==> config.mk <==
export PLATFORM = sky130hd
export DESIGN_NAME = interface_name_validator_flat
export DESIGN_NICKNAME = d
export VERILOG_FILES = /design/src/hdl/inv_pkg.sv /design/src/hdl/inv_if.sv /design/src/hdl/interface_name_validator.sv /design/src/flat_wrapper.sv
export VERILOG_INCLUDE_DIRS = /design/src /design/src/hdl
export SDC_FILE = /design/constraint.sdc
export NUM_CORES = 1
export LEC_CHECK = 0
export BUFFER_PORTS_ARGS = -buffer_cell sky130_fd_sc_hd__buf_2
export CELL_PAD_IN_SITES_DETAIL_PLACEMENT = 1
export CELL_PAD_IN_SITES_GLOBAL_PLACEMENT = 1
export CORE_ASPECT_RATIO = 1.4
export CORE_MARGIN = 4
export CORE_UTILIZATION = 49
export CTS_BUF_LIST = sky130_fd_sc_hd__clkbuf_4
export DETAILED_ROUTE_END_ITERATION = 10
export PLACE_DENSITY_LB_ADDON = 0.05
export RECOVER_POWER = 100
export SYNTH_ARGS = -nofsm -noshare
export SYNTH_HDL_FRONTEND = slang
export SYNTH_SLANG_ARGS = --single-unit
export TNS_END_PERCENT = 30
==> constraint.sdc <==
create_clock -name clk_i -period 5.8 [get_ports clk_i]
set_clock_uncertainty 0.1 [all_clocks]
set_input_delay 0.87 -clock clk_i [delete_from_list [all_inputs] [get_ports clk_i]]
set_output_delay 0.87 -clock clk_i [all_outputs]
set_load 0.01 [all_outputs]
==> src/hdl/interface_name_validator_macros.svh <==
// ----------------------------------------------------------------------------
// Interface name validator: assertion macros
// Concurrent assertion shorthands shared by the validator RTL.
// ----------------------------------------------------------------------------
`ifndef INTERFACE_NAME_VALIDATOR_MACROS_SVH
`define INTERFACE_NAME_VALIDATOR_MACROS_SVH

// Same-cycle implication, disabled while reset is asserted.
`define INV_ASSERT_IMP(label, clk, rst_n, ante, cons) \
  label: assert property (@(posedge clk) disable iff (!(rst_n)) (ante) |-> (cons)) \
    else $error("interface_name_validator: assertion failed");

// Next-cycle implication, disabled while reset is asserted.
`define INV_ASSERT_NXT(label, clk, rst_n, ante, cons) \
  label: assert property (@(posedge clk) disable iff (!(rst_n)) (ante) |=> (cons)) \
    else $error("interface_name_validator: assertion failed");

`endif

==> src/hdl/inv_pkg.sv <==
// ----------------------------------------------------------------------------
// Interface name validator package
// Character codes, field widths and small helpers for the name parser.
// ----------------------------------------------------------------------------
`default_nettype none

package inv_pkg;

  localparam int unsigned CHAR_W  = 8;
  localparam int unsigned RUN_W   = 6;   // part lengths saturate at 63
  localparam int unsigned DLEN_W  = 5;
  localparam int unsigned UNIT_W  = 32;

  localparam logic [CHAR_W-1:0] CHAR_COLON      = 8'h3A;
  localparam logic [CHAR_W-1:0] CHAR_UNDERSCORE = 8'h5F;
  localparam logic [CHAR_W-1:0] CHAR_DOT        = 8'h2E;
  localparam logic [CHAR_W-1:0] CHAR_ZERO       = 8'h30;
  localparam logic [CHAR_W-1:0] CHAR_NINE       = 8'h39;

  localparam logic [RUN_W-1:0]  RUN_MAX  = 6'd63;
  localparam logic [DLEN_W-1:0] DLEN_MAX = 5'd31;
  localparam logic [UNIT_W-1:0] UNIT_MAX = 32'hFFFF_FFFE;

  typedef struct packed {
    logic [UNIT_W-1:0] acc;
    logic              ovf;
  } acc_step_t;

  function automatic logic is_digit(input logic [CHAR_W-1:0] c);
    return (c >= CHAR_ZERO) && (c <= CHAR_NINE);
  endfunction

  function automatic logic is_alpha(input logic [CHAR_W-1:0] c);
    return ((c >= 8'h41) && (c <= 8'h5A)) || ((c >= 8'h61) && (c <= 8'h7A));
  endfunction

  // acc * 10 + digit, clamped to all ones on overflow
  function automatic acc_step_t acc_step(input logic [UNIT_W-1:0] acc,
                                         input logic [3:0]        digit);
    logic [UNIT_W+3:0] wide;
    acc_step_t         res;
    wide    = ({4'b0, acc} << 3) + ({4'b0, acc} << 1) + {{UNIT_W{1'b0}}, digit};
    res.ovf = |wide[UNIT_W+3:UNIT_W];
    res.acc = res.ovf ? {UNIT_W{1'b1}} : wide[UNIT_W-1:0];
    return res;
  endfunction

endpackage

`default_nettype wire

==> src/hdl/inv_if.sv <==
// ----------------------------------------------------------------------------
// Interface name validator channels
// Valid/ready channels for name characters and for validation results.
// ----------------------------------------------------------------------------
`default_nettype none

interface inv_char_if;
  logic                          valid;
  logic                          ready;
  logic [inv_pkg::CHAR_W-1:0]    character;
  logic                          last_char;

  modport source (output valid, output character, output last_char, input ready);
  modport sink   (input valid, input character, input last_char, output ready);
endinterface

interface inv_result_if;
  logic                          valid;
  logic                          ready;
  logic                          name_ok;
  logic [inv_pkg::DLEN_W-1:0]    driver_length;
  logic [inv_pkg::UNIT_W-1:0]    ppa_value;
  logic                          lun_present;
  logic [inv_pkg::UNIT_W-1:0]    lun_value;

  modport source (output valid, output name_ok, output driver_length, output ppa_value,
                  output lun_present, output lun_value, input ready);
  modport sink   (input valid, input name_ok, input driver_length, input ppa_value,
                  input lun_present, input lun_value, output ready);
endinterface

`default_nettype wire

==> src/hdl/interface_name_validator.sv <==
// ----------------------------------------------------------------------------
// Interface name validator
// Streams a name one character per transfer and reports whether it is a
// valid driver/unit[:lun] interface name.
// ----------------------------------------------------------------------------
// Usage:
//   char_i   : one character per transfer; last_char marks the end of a name.
//   result_o : one transfer per name, issued for the character with last_char.
// Path: a final character passes the input register, then the state update
//   and the result register, before result_o.valid rises.
// Throughput: one character per cycle while no final character waits on a
//   pending result (see Stall). The per-character state update is a
//   multiply-by-ten accumulate plus compares in the parser state loop.
// Stall: while a result waits, non-final characters keep flowing; a final
//   character is held in the input register until the result slot frees up,
//   and char_i.ready drops only then.
// Reset: asynchronous, active low; empties both registers and clears the
//   parser state. The state also clears after every name.
// Invalid names report name_ok = 0 with every other field zero.
// ----------------------------------------------------------------------------
`default_nettype none

module interface_name_validator #(
  parameter int unsigned NAME_LIMIT = 32
) (
  input  wire            clk_i,
  input  wire            rst_ni,
  inv_char_if.sink       char_i,
  inv_result_if.source   result_o
);

`include "interface_name_validator_macros.svh"

  localparam int unsigned CNT_W = $clog2(NAME_LIMIT + 1);
  localparam logic [CNT_W-1:0] CNT_LIMIT = CNT_W'(NAME_LIMIT);

  // --------------------------------------------------------------------------
  // Input register
  // --------------------------------------------------------------------------
  logic                           s1_valid_q, s1_valid_d;
  logic [inv_pkg::CHAR_W-1:0]     s1_char_q;
  logic                           s1_last_q;
  logic                           in_fire;
  logic                           s1_fire;
  logic                           done_fire;

  // A final character needs the result slot; others only touch state.
  assign s1_fire   = s1_valid_q && (!s1_last_q || !result_o.valid || result_o.ready);
  assign done_fire = s1_fire && s1_last_q;
  assign char_i.ready = !s1_valid_q || s1_fire;
  assign in_fire   = char_i.valid && char_i.ready;

  always_comb begin
    s1_valid_d = s1_valid_q;
    if (in_fire) begin
      s1_valid_d = 1'b1;
    end else if (s1_fire) begin
      s1_valid_d = 1'b0;
    end
  end

  always_ff @(posedge clk_i or negedge rst_ni) begin
    if (!rst_ni) begin
      s1_valid_q <= 1'b0;
    end else begin
      s1_valid_q <= s1_valid_d;
    end
  end

  always_ff @(posedge clk_i) begin
    if (in_fire) begin
      s1_char_q <= char_i.character;
      s1_last_q <= char_i.last_char;
    end
  end

  // --------------------------------------------------------------------------
  // Parser state
  // --------------------------------------------------------------------------
  logic [CNT_W-1:0]               char_count_q, char_count_d;
  logic                           in_lun_q, in_lun_d;
  logic                           drv_bad_q, drv_bad_d;
  logic [inv_pkg::RUN_W-1:0]      name_len_q, name_len_d;
  logic [inv_pkg::RUN_W-1:0]      run_len_q, run_len_d;
  logic                           lead_zero_q, lead_zero_d;
  logic [inv_pkg::UNIT_W-1:0]     unit_acc_q, unit_acc_d;
  logic                           unit_ovf_q, unit_ovf_d;
  logic [inv_pkg::UNIT_W-1:0]     lun_acc_q, lun_acc_d;
  logic                           lun_ovf_q, lun_ovf_d;
  logic                           lun_seen_q, lun_seen_d;
  logic                           lun_bad_q, lun_bad_d;

  logic                           c_digit;
  logic                           c_alpha;
  logic [3:0]                     c_val;
  inv_pkg::acc_step_t             unit_step;
  inv_pkg::acc_step_t             lun_step;

  assign c_digit   = inv_pkg::is_digit(s1_char_q);
  assign c_alpha   = inv_pkg::is_alpha(s1_char_q);
  assign c_val     = s1_char_q[3:0];  // digit value for '0'..'9'
  assign unit_step = inv_pkg::acc_step(unit_acc_q, c_val);
  assign lun_step  = inv_pkg::acc_step(lun_acc_q, c_val);

  // Next state with the current character folded in.
  always_comb begin
    char_count_d = char_count_q;
    in_lun_d     = in_lun_q;
    drv_bad_d    = drv_bad_q;
    name_len_d   = name_len_q;
    run_len_d    = run_len_q;
    lead_zero_d  = lead_zero_q;
    unit_acc_d   = unit_acc_q;
    unit_ovf_d   = unit_ovf_q;
    lun_acc_d    = lun_acc_q;
    lun_ovf_d    = lun_ovf_q;
    lun_seen_d   = lun_seen_q;
    lun_bad_d    = lun_bad_q;

    if (char_count_q < CNT_LIMIT) begin
      char_count_d = char_count_q + 1'b1;
    end

    if (in_lun_q) begin
      // everything after the first colon is the logical unit
      if (c_digit) begin
        lun_acc_d  = lun_step.acc;
        lun_ovf_d  = lun_ovf_q | lun_step.ovf;
        lun_seen_d = 1'b1;
      end else begin
        lun_bad_d = 1'b1;
      end
    end else if (s1_char_q == inv_pkg::CHAR_COLON) begin
      in_lun_d = 1'b1;
    end else begin
      if ((name_len_q == '0) && !c_alpha) begin
        drv_bad_d = 1'b1;
      end
      if (c_digit) begin
        if (run_len_q == '0) begin
          lead_zero_d = (s1_char_q == inv_pkg::CHAR_ZERO);
        end
        if (run_len_q < inv_pkg::RUN_MAX) begin
          run_len_d = run_len_q + 1'b1;
        end
        unit_acc_d = unit_step.acc;
        unit_ovf_d = unit_ovf_q | unit_step.ovf;
      end else begin
        // non-digit ends any digit run: it was part of the driver name
        if (!c_alpha && (s1_char_q != inv_pkg::CHAR_UNDERSCORE) &&
            (s1_char_q != inv_pkg::CHAR_DOT)) begin
          drv_bad_d = 1'b1;
        end
        run_len_d   = '0;
        lead_zero_d = 1'b0;
        unit_acc_d  = '0;
        unit_ovf_d  = 1'b0;
      end
      if (name_len_q < inv_pkg::RUN_MAX) begin
        name_len_d = name_len_q + 1'b1;
      end
    end
  end

  always_ff @(posedge clk_i or negedge rst_ni) begin
    if (!rst_ni) begin
      char_count_q <= '0;
      in_lun_q     <= 1'b0;
      drv_bad_q    <= 1'b0;
      name_len_q   <= '0;
      run_len_q    <= '0;
      lead_zero_q  <= 1'b0;
      unit_acc_q   <= '0;
      unit_ovf_q   <= 1'b0;
      lun_acc_q    <= '0;
      lun_ovf_q    <= 1'b0;
      lun_seen_q   <= 1'b0;
      lun_bad_q    <= 1'b0;
    end else if (done_fire) begin
      // name finished: start the next one clean
      char_count_q <= '0;
      in_lun_q     <= 1'b0;
      drv_bad_q    <= 1'b0;
      name_len_q   <= '0;
      run_len_q    <= '0;
      lead_zero_q  <= 1'b0;
      unit_acc_q   <= '0;
      unit_ovf_q   <= 1'b0;
      lun_acc_q    <= '0;
      lun_ovf_q    <= 1'b0;
      lun_seen_q   <= 1'b0;
      lun_bad_q    <= 1'b0;
    end else if (s1_fire) begin
      char_count_q <= char_count_d;
      in_lun_q     <= in_lun_d;
      drv_bad_q    <= drv_bad_d;
      name_len_q   <= name_len_d;
      run_len_q    <= run_len_d;
      lead_zero_q  <= lead_zero_d;
      unit_acc_q   <= unit_acc_d;
      unit_ovf_q   <= unit_ovf_d;
      lun_acc_q    <= lun_acc_d;
      lun_ovf_q    <= lun_ovf_d;
      lun_seen_q   <= lun_seen_d;
      lun_bad_q    <= lun_bad_d;
    end
  end

  // --------------------------------------------------------------------------
  // Verdict on the updated state
  // --------------------------------------------------------------------------
  logic                           ok;
  logic [inv_pkg::RUN_W-1:0]      drv_len_full;
  logic [inv_pkg::DLEN_W-1:0]     drv_len;

  always_comb begin
    ok = (char_count_d < CNT_LIMIT)
      && (name_len_d != '0)
      && (run_len_d != '0)
      && (run_len_d < name_len_d)
      && !((run_len_d > inv_pkg::RUN_W'(1)) && lead_zero_d)
      && !unit_ovf_d
      && (unit_acc_d <= inv_pkg::UNIT_MAX)
      && !drv_bad_d;
    if (in_lun_d) begin
      ok = ok && lun_seen_d && !lun_bad_d && !lun_ovf_d;
    end
  end

  // run shorter than the name whenever ok, so no underflow matters here
  assign drv_len_full = name_len_d - run_len_d;
  assign drv_len      = (drv_len_full > inv_pkg::RUN_W'(inv_pkg::DLEN_MAX))
                        ? inv_pkg::DLEN_MAX : drv_len_full[inv_pkg::DLEN_W-1:0];

  // --------------------------------------------------------------------------
  // Result register
  // --------------------------------------------------------------------------
  logic                           out_valid_q, out_valid_d;
  logic                           name_ok_q;
  logic [inv_pkg::DLEN_W-1:0]     drv_len_q;
  logic [inv_pkg::UNIT_W-1:0]     ppa_q;
  logic                           lun_present_q;
  logic [inv_pkg::UNIT_W-1:0]     lun_value_q;

  always_comb begin
    out_valid_d = out_valid_q;
    if (done_fire) begin
      out_valid_d = 1'b1;
    end else if (result_o.ready) begin
      out_valid_d = 1'b0;
    end
  end

  always_ff @(posedge clk_i or negedge rst_ni) begin
    if (!rst_ni) begin
      out_valid_q <= 1'b0;
    end else begin
      out_valid_q <= out_valid_d;
    end
  end

  always_ff @(posedge clk_i) begin
    if (done_fire) begin
      name_ok_q     <= ok;
      drv_len_q     <= ok ? drv_len : '0;
      ppa_q         <= ok ? unit_acc_d : '0;
      lun_present_q <= ok && in_lun_d;
      lun_value_q   <= (ok && in_lun_d) ? lun_acc_d : '0;
    end
  end

  assign result_o.valid         = out_valid_q;
  assign result_o.name_ok       = name_ok_q;
  assign result_o.driver_length = drv_len_q;
  assign result_o.ppa_value     = ppa_q;
  assign result_o.lun_present   = lun_present_q;
  assign result_o.lun_value     = lun_value_q;

  // --------------------------------------------------------------------------
  // Assertions
  // --------------------------------------------------------------------------
  `INV_ASSERT_IMP(a_bad_name_zero, clk_i, rst_ni, out_valid_q && !name_ok_q, (drv_len_q == '0) && (ppa_q == '0) && !lun_present_q && (lun_value_q == '0))
  `INV_ASSERT_IMP(a_lun_needs_ok, clk_i, rst_ni, out_valid_q && lun_present_q, name_ok_q)
  `INV_ASSERT_IMP(a_unit_in_range, clk_i, rst_ni, out_valid_q && name_ok_q, ppa_q != {inv_pkg::UNIT_W{1'b1}})
  `INV_ASSERT_NXT(a_state_cleared, clk_i, rst_ni, done_fire, (char_count_q == '0) && !in_lun_q && (name_len_q == '0) && out_valid_q)

endmodule

`default_nettype wire

==> src/flat_wrapper.sv <==
// flat-port wrapper written by rule: the top's interface ports become plain ports
module interface_name_validator_flat 
#(
  parameter int unsigned NAME_LIMIT = 32
)
  (clk_i, rst_ni, char_i_valid, char_i_character, char_i_last_char, char_i_ready, result_o_valid, result_o_name_ok, result_o_driver_length, result_o_ppa_value, result_o_lun_present, result_o_lun_value, result_o_ready);
  inv_char_if char_i_i ();
  inv_result_if result_o_i ();
  input  wire clk_i;
  input  wire rst_ni;
  input wire logic [$bits(char_i_i.valid)-1:0] char_i_valid;
  input wire logic [$bits(char_i_i.character)-1:0] char_i_character;
  input wire logic [$bits(char_i_i.last_char)-1:0] char_i_last_char;
  output wire logic [$bits(char_i_i.ready)-1:0] char_i_ready;
  output wire logic [$bits(result_o_i.valid)-1:0] result_o_valid;
  output wire logic [$bits(result_o_i.name_ok)-1:0] result_o_name_ok;
  output wire logic [$bits(result_o_i.driver_length)-1:0] result_o_driver_length;
  output wire logic [$bits(result_o_i.ppa_value)-1:0] result_o_ppa_value;
  output wire logic [$bits(result_o_i.lun_present)-1:0] result_o_lun_present;
  output wire logic [$bits(result_o_i.lun_value)-1:0] result_o_lun_value;
  input wire logic [$bits(result_o_i.ready)-1:0] result_o_ready;
  assign char_i_i.valid = char_i_valid;
  assign char_i_i.character = char_i_character;
  assign char_i_i.last_char = char_i_last_char;
  assign char_i_ready = char_i_i.ready;
  assign result_o_valid = result_o_i.valid;
  assign result_o_name_ok = result_o_i.name_ok;
  assign result_o_driver_length = result_o_i.driver_length;
  assign result_o_ppa_value = result_o_i.ppa_value;
  assign result_o_lun_present = result_o_i.lun_present;
  assign result_o_lun_value = result_o_i.lun_value;
  assign result_o_i.ready = result_o_ready;
  interface_name_validator #(.NAME_LIMIT(NAME_LIMIT)) u_core (.clk_i(clk_i), .rst_ni(rst_ni), .char_i(char_i_i), .result_o(result_o_i));
endmodule
After elaboration in Yosys (flattened, before gate mapping)
Cells that the tools add are included.

cells by class
  add/sub/neg operators = 8
  $lt $le $gt $ge = 14
  equal/unequal tests = 4
  muxes and demuxes = 65
  bitwise logic cells = 2
  reductions and logical operators = 43

operators with widths
  kind                  number
  $mux 32               11
  $mux 6                14
  $add 35x33->36        2
  $add 36x4->36         2
  $mux 1                39
  $le 32x32->1 const B  1
  $lt 6x6->1 const B    4
  $logic_and 1x1->1     21
  $add 6x1->6 const B   3
  $eq 8x6->1 const B    2
  $ge 8x7->1 const B    2
  $le 8x7->1 const B    2
  $logic_not 6->1       2
  $reduce_bool 6->1     2
  $logic_not 1->1       9
  $ge 8x6->1 const B    1
  $le 8x6->1 const B    1
  $ne 8x6->1 const B    1
  $ne 8x7->1 const B    1
  $reduce_or 4->1       2
  $gt 6x1->1 const B    1
  $gt 6x5->1 const B    1
  $lt 6x6->1            1
  $reduce_bool 2->1     3
  other kinds (4)       8

word-level totals
  register bits after elaboration = 171
  bits of input ports = 13
  output and inout bits = 73
  logic and storage cells = 157

Longest topological paths before layout
  word-level depth = 17
  mapped depth = 20
  mapped depth without buffers = 18

Worst setup path before layout
No wires, ideal clock.

  path type = register to register
  from = reg u_core.s1_char_q[3] (netlist name)
  to = reg u_core.ppa_q, in the netlist u_core.result_o.ppa_value[0] (data pin)
  library setup time = 0.255 ns
  arrival time = 3.690 ns
  required time = 5.445 ns
  setup slack = 1.755 ns
  stages on the path, launching flop included = 15
  buffers on the path = 1
  period minus slack after synthesis = 4.045 ns
  cell sequence = edfxtp_1 -> inv_1 -> fa_1 -> fa_1 -> nand2b_1 -> a21oi_2 -> o21ai_2 -> a2111o_1 -> a31oi_2 -> o211ai_2 -> a211oi_4 -> clkbuf_1 -> nor2b_1 -> o22ai_1 -> and3_1

between the ends
  cells in the longest elaborated chain, start to end = 16
  elaborated cells between the ends (all ways) = 75
  classes of those cells = 2 x add/sub; 9 x order compare; 4 x eq/ne; 30 x mux; 2 x bitwise; 28 x reduce/logical

ends and longest elaborated chain
  element                                                                 line                             text
  from (decl)                                                             interface_name_validator.sv:41   logic [inv_pkg::CHAR_W-1:0] s1_char_q;
  from (signal assigned)                                                  interface_name_validator.sv:72   s1_char_q <= char_i.character;
  parallel branches: the longest is 16 deep, another holds $add 36x4->36  --
  to (signal assigned)                                                    interface_name_validator.sv:266  ppa_q <= ok ? unit_acc_d : '0;
  to (decl)                                                               interface_name_validator.sv:241  logic [inv_pkg::UNIT_W-1:0] ppa_q;

Parallel ways; which one is timed is not known.
A chain may end at the register's enable or synchronous reset.

Final worst setup path
  from = reg u_core.unit_acc_q[0] (netlist name)
  to = reg u_core.ppa_q, in the netlist u_core.result_o.ppa_value[13] (data pin)

between the ends
  cells in the longest elaborated chain, start to end = 15
  elaborated cells between the ends (all ways) = 20
  classes of those cells = 2 x add/sub; 1 x order compare; 8 x mux; 1 x bitwise; 8 x reduce/logical

ends and longest elaborated chain
  element                                                                  line                             text
  from (decl)                                                              interface_name_validator.sv:86   logic [inv_pkg::UNIT_W-1:0] unit_acc_q, unit_acc_d;
  from (signal assigned)                                                   interface_name_validator.sv:200  unit_acc_q <= unit_acc_d;
  parallel branches: the longest is 15 deep, another holds $add 35x33->36  --

Parallel ways; which one is timed is not known.

==> run summary <==
## Job
• max-cap check violation count: 5

## Floorplan
• Die Wd: 147 um
• number of primary I/O pins: 86
• core box area: 26400 um^2
• total number of placement rows: 70
• height of the die: 202 um
• effective utilization at floorplan: 50.1%
• die area: 29700 um^2

## Clock network
• count of H-tree levels built during CTS: 4
• insertion delay of the later-clocked pin in the worst-skew pair: 0.63 ns
• TritonCTS clock tree: done
• TritonCTS Buffers: 17
• number of buffers added to fix hold violations after cts: 0
• number of setup buffers added after CTS: 0
• Clock Tree Root: clkbuf_4
• clock tree sinks: 171
• CTS clk-pin slew, worst paths: 0.17 ns
• count of instances resized after the clock tree is built: 0
• Max clock buf depth: 2

## Global routing
• antenna violations before repair: 1
• GR Util All Layers: 30.3%
• overall overflow remaining after global route: 0
• via count of the first global-routing pass: 13200
• global-route wire length before repair: 71200 um
• pin count of the biggest net entering global routing: 57

## Synth
• top cell type by total area after synthesis: edfxtp_1
• portion of netlist area occupied by mux cells: 0.844%
• count of flip-flops with a built-in enable after synthesis: 80
• average instance area after synthesis: 8.98 um^2
• area share of the largest cell type after synthesis: 18.2%
• Synth Instances: 1470
• Synthesized Nets: 1625
• combinational family with the most area after synthesis: compound AO/OA/AOI/OAI gates
• async set or reset register ratio after synthesis: 53.2%
• synthesized-area fraction occupied by adder cells: 13.7%
• predominant post-synthesis flop cell: dfrtp_1
• main area contributors after synthesis: edfxtp_1 (18%), dfrtp_1 (17%), ha_1 (13%)
• simple-gate area share of the yosys netlist: 19.3%
• most frequent cells after synthesis: nand2_1 (140), ha_1 (137), o21ai_0 (124)
• share of synthesized area occupied by flip-flops and latches: 35.5%
• cell area after synthesis: 13200 um^2
• register bit total from synthesis: 171
• share of the synthesized area in compound gates (AO/OA/AOI/OAI): 24.1%
• most common cell in the synthesized netlist: nand2_1
• Distinct cells, synth: 94
• warnings from Yosys: 0
• XOR/XNOR share of the synthesized area: 3.05%

## Pwr
• relative contribution of combinational cells to total power: 14.6%
• clock network fraction of design power: 30.1%
• power spent charging and discharging nets: 0.753 mW
• Cell Int Power: 1.71 mW
• Pwr per Cell Area: 174 nW/um^2
• fraction of power consumed by sequential logic: 55.3%
• static power due to leakage: 6.20 nW
• switching share of total power: 30.6%
• VDD IR-drop max: 114 uV

## Place
• worst slack, placed: 0.525 ns
• number of port buffers: 85
• GP Congestion: 1.01
• Post-DP HPWL: 33500 um

## Final layout
• number of nets in the layout: 1679
• area growth from synthesis to layout: 7.01%
• share of final-layout standard cells stronger than drive strength 1: 5.92%

## STA
• timing-limited maximum frequency: 0.184 GHz
• final critical-path setup slack: 0.352 ns
• accumulated negative setup slack: 0 ns
• Setup violations, final: 0
• worst slew margin relative to its limit: -92.1%
• final hold violation count: 0
• Min Clock Period, post-route: 5.45 ns
• period utilization: 93.9%
• setup repair after global routing missed its margin: false
• Final Slew Violations: 217
• transition time of the tightest slew-check pin: 2.88 ns

## Run status
• failing checks: max-capacitance violations, max-slew violations
• status: finished with violations

## Detailed routing
• number of vias after detailed routing: 12300
• detailed-route DRC error count: 0
• Final ANT Viol Nets: 0
• DR vias/cell: 6.46
• initial DRC count: 614
• Initial DRT Pass Iterations: 6
• WL/cell: 23.7 um
• final wirelength: 45000 um

## Worst setup path
• Data arrival, critical path: 5.75 ns
• crit path max-delay cell type: a2111oi_0
• CP required: 6.11 ns
• worst setup path category: reg2reg
• Critical Path Max Stage Delay: 0.98 ns
• kind of start point of the critical path: flip-flop
• kind of end point of the critical path: flip-flop
• library cell appearing most often on the critical path: inv_1
• R2R setup slack: 0.35 ns
• Critical Path, Cell by Cell: inv_1 -> fa_1 -> inv_1 -> ha_1 -> a211oi_1 -> o211ai_1 -> a21oi_2 -> a2111oi_0 -> o21ai_0 -> xnor2_1 -> a211oi_4 -> buf_4 -> nand2b_1 -> clkbuf_1 -> nand2_1 -> and3_1
• worst-path maximum fanout: 9

## Worst hold path
• HP Class: in2reg

-- through the flow --
step | instance area (um^2) | utilization [%] | std cells | total power [mW] | hold WS (ns)
finish | 14100 | 53.6 | 1898 | 2.46 | 0.322
global route | 14100 | 53.6 | 1898 | 2.60 | 0.267
CTS | 14300 | 54.1 | 1897 | 2.49 | 0.0951
detailed placement | 14000 | 53.0 | 1865 | 1.75 | 0.392
global placement | 14000 | 53.0 | 1865 | 1.73 | 0.379
floorplan | 13200 | - | 1470 | 1.61 | 0.358
-- final cells by class --
type | count | area, um^2
antenna | 1 | 2.50
multi-input combinational | 1186 | 8070
timing repair buffer | 109 | 495
sequential | 171 | 4680
inverter | 39 | 146
clock inverter | 13 | 140
fill | 3201 | 12200
tap | 360 | 450
clock buffer | 19 | 143
-- cell usage in the layout (no fill, tap or decap), drive strengths merged, types with 15 or more instances in the layout --
master,instances
xnor2,31
a22o,21
o21ai,134
xor2,15
nand2,140
o21a,25
ha,137
nor3,41
nand3,23
nor3b,27
and2,23
a31oi,23
nand4,22
buf,29
inv,43
and3,30
dfrtp,91
nor2,109
a21o,40
clkbuf,99
a21oi,126
edfxtp,80
-- critical path, delay by kind of cell (launching register included) --
kind            cells  cell delay [ns]
compound gates      6             2.01
xor+xnor            1             0.23
fa+ha+maj           2             0.89
buf+inv             4             0.86
simple gates        3             0.66
flops               1             0.46
-- final timing paths --
kind	startpoint	cells past startpoint	end
max in group asynchronous	rst_ni	2	u_core.unit_acc_q[19]
worst max register to register	u_core.unit_acc_q[0]	16	u_core.result_o.ppa_value[13]
worst max-delay path	u_core.unit_acc_q[0]	16	u_core.result_o.ppa_value[13]
worst min register to register	u_core.lun_bad_q	2	u_core.lun_bad_q
worst min-delay path	char_i_character[7]	1	u_core.s1_char_q[7]
min in group asynchronous	rst_ni	1	u_core.lun_acc_q[18]
-- power groups by stage --
stage	sequential, mW	clock, mW	combinational (mW)
3_5_place_dp	1.38	0	0.369
5_1_grt	1.37	0.820	0.407
6_report	1.36	0.741	0.361
2_1_floorplan	1.39	0	0.228
3_3_place_gp	1.38	0	0.353
4_1_cts	1.36	0.759	0.372
-- metal layers --
metal	track usage, %	routed length, um	up-vias
li1	-	-	5636
met1	31.0	16200	6134
met2	56.9	24200	335
met3	4.08	1590	150
met4	19.9	3030	0
met5	0	0	-
-- state kept, by name (all words and copies together), names as in the netlist, 5 cells and up --
name and flops:
u_core.result_o.driver_length 5, u_core.result_o.ppa_value 32, u_core.run_len_q 6, u_core.name_len_q 6
u_core.unit_acc_q 32, u_core.char_count_q 6, u_core.lun_acc_q 32, u_core.s1_char_q 8
u_core.result_o.lun_value 32
-- logic make-up (layout without fill, tap and decap cells) --
family,count (synthesis),count (layout)
DFF,171,171
buffers and inverters,113,180
other,0,1
adders and majority gates,142,142
AOI/OAI and AO/OA,488,488
and+or+nand+nor,499,499
muxes,11,11
xor gates and xnor gates,46,46
Power figures use the tool's default switching activity.
